### config.mk
export PLATFORM = sky130hd
export DESIGN_NAME = brfc_ctrl
export DESIGN_NICKNAME = d
export VERILOG_FILES = /design/src/rtl/brfc_pkg.sv /design/src/rtl/brfc_ctrl.sv
export SDC_FILE = /design/constraint.sdc
export NUM_CORES = 1
export LEC_CHECK = 0
export BUFFER_PORTS_ARGS = -buffer_cell sky130_fd_sc_hd__buf_2
export CELL_PAD_IN_SITES_DETAIL_PLACEMENT = 1
export CELL_PAD_IN_SITES_GLOBAL_PLACEMENT = 1
export CORE_ASPECT_RATIO = 0.7
export CORE_MARGIN = 5
export CORE_UTILIZATION = 43
export CTS_CLUSTER_DIAMETER = 50
export CTS_CLUSTER_SIZE = 28
export DETAILED_ROUTE_END_ITERATION = 8
export PLACE_DENSITY_LB_ADDON = 0.1
export SLEW_MARGIN = 40
export SYNTH_ARGS = -nofsm -noshare
export SYNTH_HDL_FRONTEND = slang
export SYNTH_SLANG_ARGS = --single-unit
### constraint.sdc
create_clock -name clk -period 4 [get_ports clk]
set_clock_uncertainty 0.15 [all_clocks]
set_input_delay 0.4 -clock clk [delete_from_list [all_inputs] [get_ports clk]]
set_output_delay 0.4 -clock clk [all_outputs]
set_load 0.02 [all_outputs]
### src/rtl/brfc_pkg.sv
// ----------------------------------------------------------------------------
// brfc_pkg
// shared types, codes and sizes for the byte ring fifo with commit
// ----------------------------------------------------------------------------
`default_nettype none

package brfc_pkg;

  localparam int STORE_BYTES = 1024;
  localparam int PTR_W       = $clog2(STORE_BYTES);
  localparam int STAT_W      = 10;

  typedef logic [PTR_W-1:0]  ptr_t;
  typedef logic [STAT_W-1:0] stat_t;

  typedef enum logic [2:0] {
    FUNC_STAGE_WR   = 3'd0,
    FUNC_COMMIT_WR  = 3'd1,
    FUNC_RESTART_WR = 3'd2,
    FUNC_STAGE_RD   = 3'd3,
    FUNC_COMMIT_RD  = 3'd4,
    FUNC_RESTART_RD = 3'd5,
    FUNC_NOP6       = 3'd6,
    FUNC_NOP7       = 3'd7
  } func_t;

  typedef struct packed {
    logic       we;
    ptr_t       waddr;
    logic [7:0] wdata;
    logic       re;
    ptr_t       raddr;
  } mem_req_t;

  typedef struct packed {
    logic  rd_hit;
    logic  accepted;
    stat_t used_bytes;
    stat_t free_bytes;
    logic  is_empty;
  } result_t;

  function automatic ptr_t ring_next(input ptr_t p);
    return (p == ptr_t'(STORE_BYTES - 1)) ? '0 : p + ptr_t'(1);
  endfunction

endpackage

`default_nettype wire

### src/rtl/brfc_ctrl.sv
// ----------------------------------------------------------------------------
// brfc_ctrl
// pointer state, memory requests and the registered status result
// ----------------------------------------------------------------------------
`default_nettype none

module brfc_ctrl (
  input  wire logic              clk,
  input  wire logic              rst,
  input  wire logic              in_fire,
  input  wire brfc_pkg::func_t   func,
  input  wire logic [7:0]        write_byte,
  input  wire logic              out_ready,
  output logic                   out_valid,
  output brfc_pkg::result_t      result,
  output brfc_pkg::mem_req_t     req
);
  import brfc_pkg::*;

  ptr_t rp, wp, srp, swp;
  ptr_t rp_next, wp_next, srp_next, swp_next;
  logic acc;
  logic [PTR_W:0] diff;
  ptr_t used, freeb;
  result_t result_next;

  always_comb begin
    rp_next  = rp;
    wp_next  = wp;
    srp_next = srp;
    swp_next = swp;
    acc      = 1'b0;
    req      = '0;
    req.waddr = swp;
    req.wdata = write_byte;
    req.raddr = srp;
    case (func)
      FUNC_STAGE_WR: begin
        if (ring_next(swp) != rp) begin
          acc      = 1'b1;
          req.we   = in_fire;
          swp_next = ring_next(swp);
        end
      end
      FUNC_COMMIT_WR:  wp_next  = swp;
      FUNC_RESTART_WR: swp_next = wp;
      FUNC_STAGE_RD: begin
        if (srp != wp) begin
          acc      = 1'b1;
          req.re   = in_fire;
          srp_next = ring_next(srp);
        end
      end
      FUNC_COMMIT_RD:  rp_next  = srp;
      FUNC_RESTART_RD: srp_next = rp;
      default: ;
    endcase

    if (wp_next >= rp_next) begin
      diff = {1'b0, wp_next} - {1'b0, rp_next};
    end else begin
      diff = {1'b0, wp_next} + (PTR_W+1)'(STORE_BYTES) - {1'b0, rp_next};
    end
    used  = diff[PTR_W-1:0];
    freeb = ptr_t'(STORE_BYTES - 1) - used;

    result_next.rd_hit     = acc && (func == FUNC_STAGE_RD);
    result_next.accepted   = acc;
    result_next.used_bytes = stat_t'(used);
    result_next.free_bytes = stat_t'(freeb);
    result_next.is_empty   = (rp_next == wp_next);
  end

  always_ff @(posedge clk) begin
    if (rst) begin
      rp  <= '0;
      wp  <= '0;
      srp <= '0;
      swp <= '0;
      out_valid <= 1'b0;
    end else begin
      if (in_fire) begin
        rp  <= rp_next;
        wp  <= wp_next;
        srp <= srp_next;
        swp <= swp_next;
        out_valid <= 1'b1;
      end else if (out_ready) begin
        out_valid <= 1'b0;
      end
    end
  end

  always_ff @(posedge clk) begin
    if (in_fire) begin
      result <= result_next;
    end
  end

  a_no_wr_rd_same_cycle: assert property (@(posedge clk) disable iff (rst)
    !(req.we && req.re))
    else $error("memory read and write issued together");

  a_fire_gives_result: assert property (@(posedge clk) disable iff (rst)
    in_fire |=> out_valid)
    else $error("transaction did not produce a result");

  a_read_only_committed: assert property (@(posedge clk) disable iff (rst)
    req.re |-> (srp != wp))
    else $error("read past committed write pointer");

  a_write_keeps_gap: assert property (@(posedge clk) disable iff (rst)
    req.we |-> (ring_next(swp) != rp))
    else $error("write into the reserved empty slot");

endmodule

`default_nettype wire

==> results.cfg <==
[hold_path]
hold_path.class = input port to register

[setup_path]
crit_fanout = 10
start_kind = register
critPathKind = register to output pin
end_kind = output pin
worstPathRequired_ps = 3450
critPathCapture = req[29]
critPathLaunch = swp[0]
worstRegToRegCells = 10
reg2reg_setup_slack_ps = 700
arrival_ps = 2940
reg2reg_from = swp[0]
rr_endpoint = swp[6]

[logic_synthesis]
yosys.area.top_type_share_pct = 20.7
syn_area_per_cell_sq_um = 8.90
ys_warn_count = 0
synthTopCellsByArea = dfxtp_1, edfxtp_1, a21oi_1
synth-async-reset-ratio_pct = 0
ys_seq_area_share_pct = 38.1
synth.distinct_cells = 56
synth_area_sq_mm = 0.00397
yosysTopAreaCell = dfxtp_1
syn_nets = 471
synth_ff_type = dfxtp_1
synth_edf_count = 23
ys_ff_latch = 64
synthCells = 446

[flow_run]
drv_cap = 0

[power_and_ir_drop]
cellPowerDensity_mw_per_mm2 = 371
p_leak_nw = 1.86
vdd_drop_max_mv = 0.232

[status]
status = complete, no violations

[clocking]
clk_latency_ps = 330
ctsHoldBuffers = 0
cts_made_buffers = 9
cts_tree = built
cts_resized = 0
clkTransAtPathRegs_ps = 60
htree_levels = 3
cts-root-buf = clkbuf_16
clock-sinks = 64
cts_max_path_buffers = 2
postCtsSetupRepairBufs = 0

[drt]
firstDrtPassIters = 4
postRouteAntennaNets = 0
totalWireLength_um = 11400
routedWlPerCell_um = 18.9
drcViolationCount = 0
num_vias = 3406
drtIter0Drc = 149
via_per_inst = 5.64

[cells_and_area]
area_growth_syn_to_layout_pct = 13.3
finalNetCount = 500
final_util_pct = 49.8
stdcell_area_sq_mm = 0.00450
multi_input_area_sq_mm = 0.00217
regArea_sq_mm = 0.00151
layout_common_cells = buf_2, dfxtp_1, nor2_1
final_common_cell = buf_2
drive_above_1_share_pct = 19.6
nFillCells = 1056
diodes = 0

[sta]
slew_headroom_pct = 46.3
setup_viol = 0
period_minus_slack_ps = 3490
tns_ps = 0
tightest_slew_ps = 805
finalHoldViolCount = 0
final.period_utilization_pct = 87.4
final_max_slew_viol_count = 0
rsz0062_at_grt = false
hold_ws_ps = 220
clock.fmax_ghz = 0.286

[global_route]
antenna_found_initial = 0
grt_pass1_vias = 3559
grt_overflow = 0
grt_max_degree = 52
grt_pass1_wl_um = 18900
track_usage_pct = 20.5

[place]
gp_congestion = 0.858
dpl_cell_area_sq_mm = 0.00424
io_buffers = 52
dp.final_hpwl_um = 8290

[floorplan]
rows = 29
pin_count = 69
die-area_sq_mm = 0.0113
die_w_um = 125
coreArea_sq_mm = 0.00903
start_util_pct = 44.0
die_h_um = 90.4
==> cell families after synthesis <==
family          count (synthesis)  share of synthesized area (%)
xor+xnor                       30                           6.62
compound gates                107                           17.4
fa+ha+maj                      13                           4.10
flops                          64                           38.1
mux                            26                           6.90
buf+inv                        64                           7.50
simple gates                  142                           19.4
==> area by class of cell <==
cell class,instances,share of cell area (%)
clock buffers,10,5.09
clock inverters,6,0.806
inverters,23,1.92
multi-input cells,318,48.2
flip-flops and latches,64,33.6
well taps,124,3.45
repair buffers,59,7.01
==> synthesized netlist by cell type, types with 8 or more instances <==
cell	count
ha_1	9
o21ai_0	22
nor3_1	11
mux2i_1	15
buf_2	10
xnor2_1	12
a21oi_1	34
a22oi_1	8
xor2_1	18
nor4_1	8
nor2_1	38
edfxtp_1	23
inv_1	23
dfxtp_1	41
a211oi_1	11
mux2_2	11
buf_4	10
or3_1	9
nand2_1	36
clkbuf_1	18
==> flip-flops by register name, summed over array words and instances (netlist names), named ones only <==
signal,flops
srp,10
wp,9
result,23
rp,10
swp,10
out_valid,1
==> stage by stage <==
stage / std cells / power, mW / worst slack, ps
finish: 604 / 1.67 / 505
global route: 604 / 1.73 / 305
CTS: 604 / 1.68 / 526
detailed placement: 588 / 0.966 / 443
global placement: 588 / 0.957 / 558
floorplan: 446 / 0.907 / 711
==> how the worst min path moves through the flow <==
stage,startpoint,endpoint,cells after the start,slack [ps]
2_1_floorplan,register,register,2,320
3_3_place_gp,out_valid,out_valid,2,310
3_5_place_dp,out_valid,out_valid,2,340
4_1_cts,out_ready,out_valid,4,220
5_1_grt,out_ready,out_valid,4,250
6_report,out_ready,out_valid,4,220
==> critical path, cell delays in order, from the launching register on <==
cell      delay, ps
dfxtp_1         330
ha_1            340
nand3_4         190
nor3_1          390
xnor2_1         210
o211ai_1        140
nor4_2          440
nor3b_1         300
nor3_1           90
buf_2           180
==> where the power goes <==
part,switching [mW],internal (mW)
registers,0.0175,0.716
clock network,0.304,0.415
logic,0.143,0.0761
total,0.464,1.21
==> per-layer routing <==
metal  part of all wire, %  global-route usage, %  wire length (um)
met2                    44                   31.6              5050
met3                   4.1                   4.67               466
met4                   1.5                   6.14               167
met1                    50                   28.9              5750
met5                     0                      0                 0
Power figures use the tool's default switching activity.
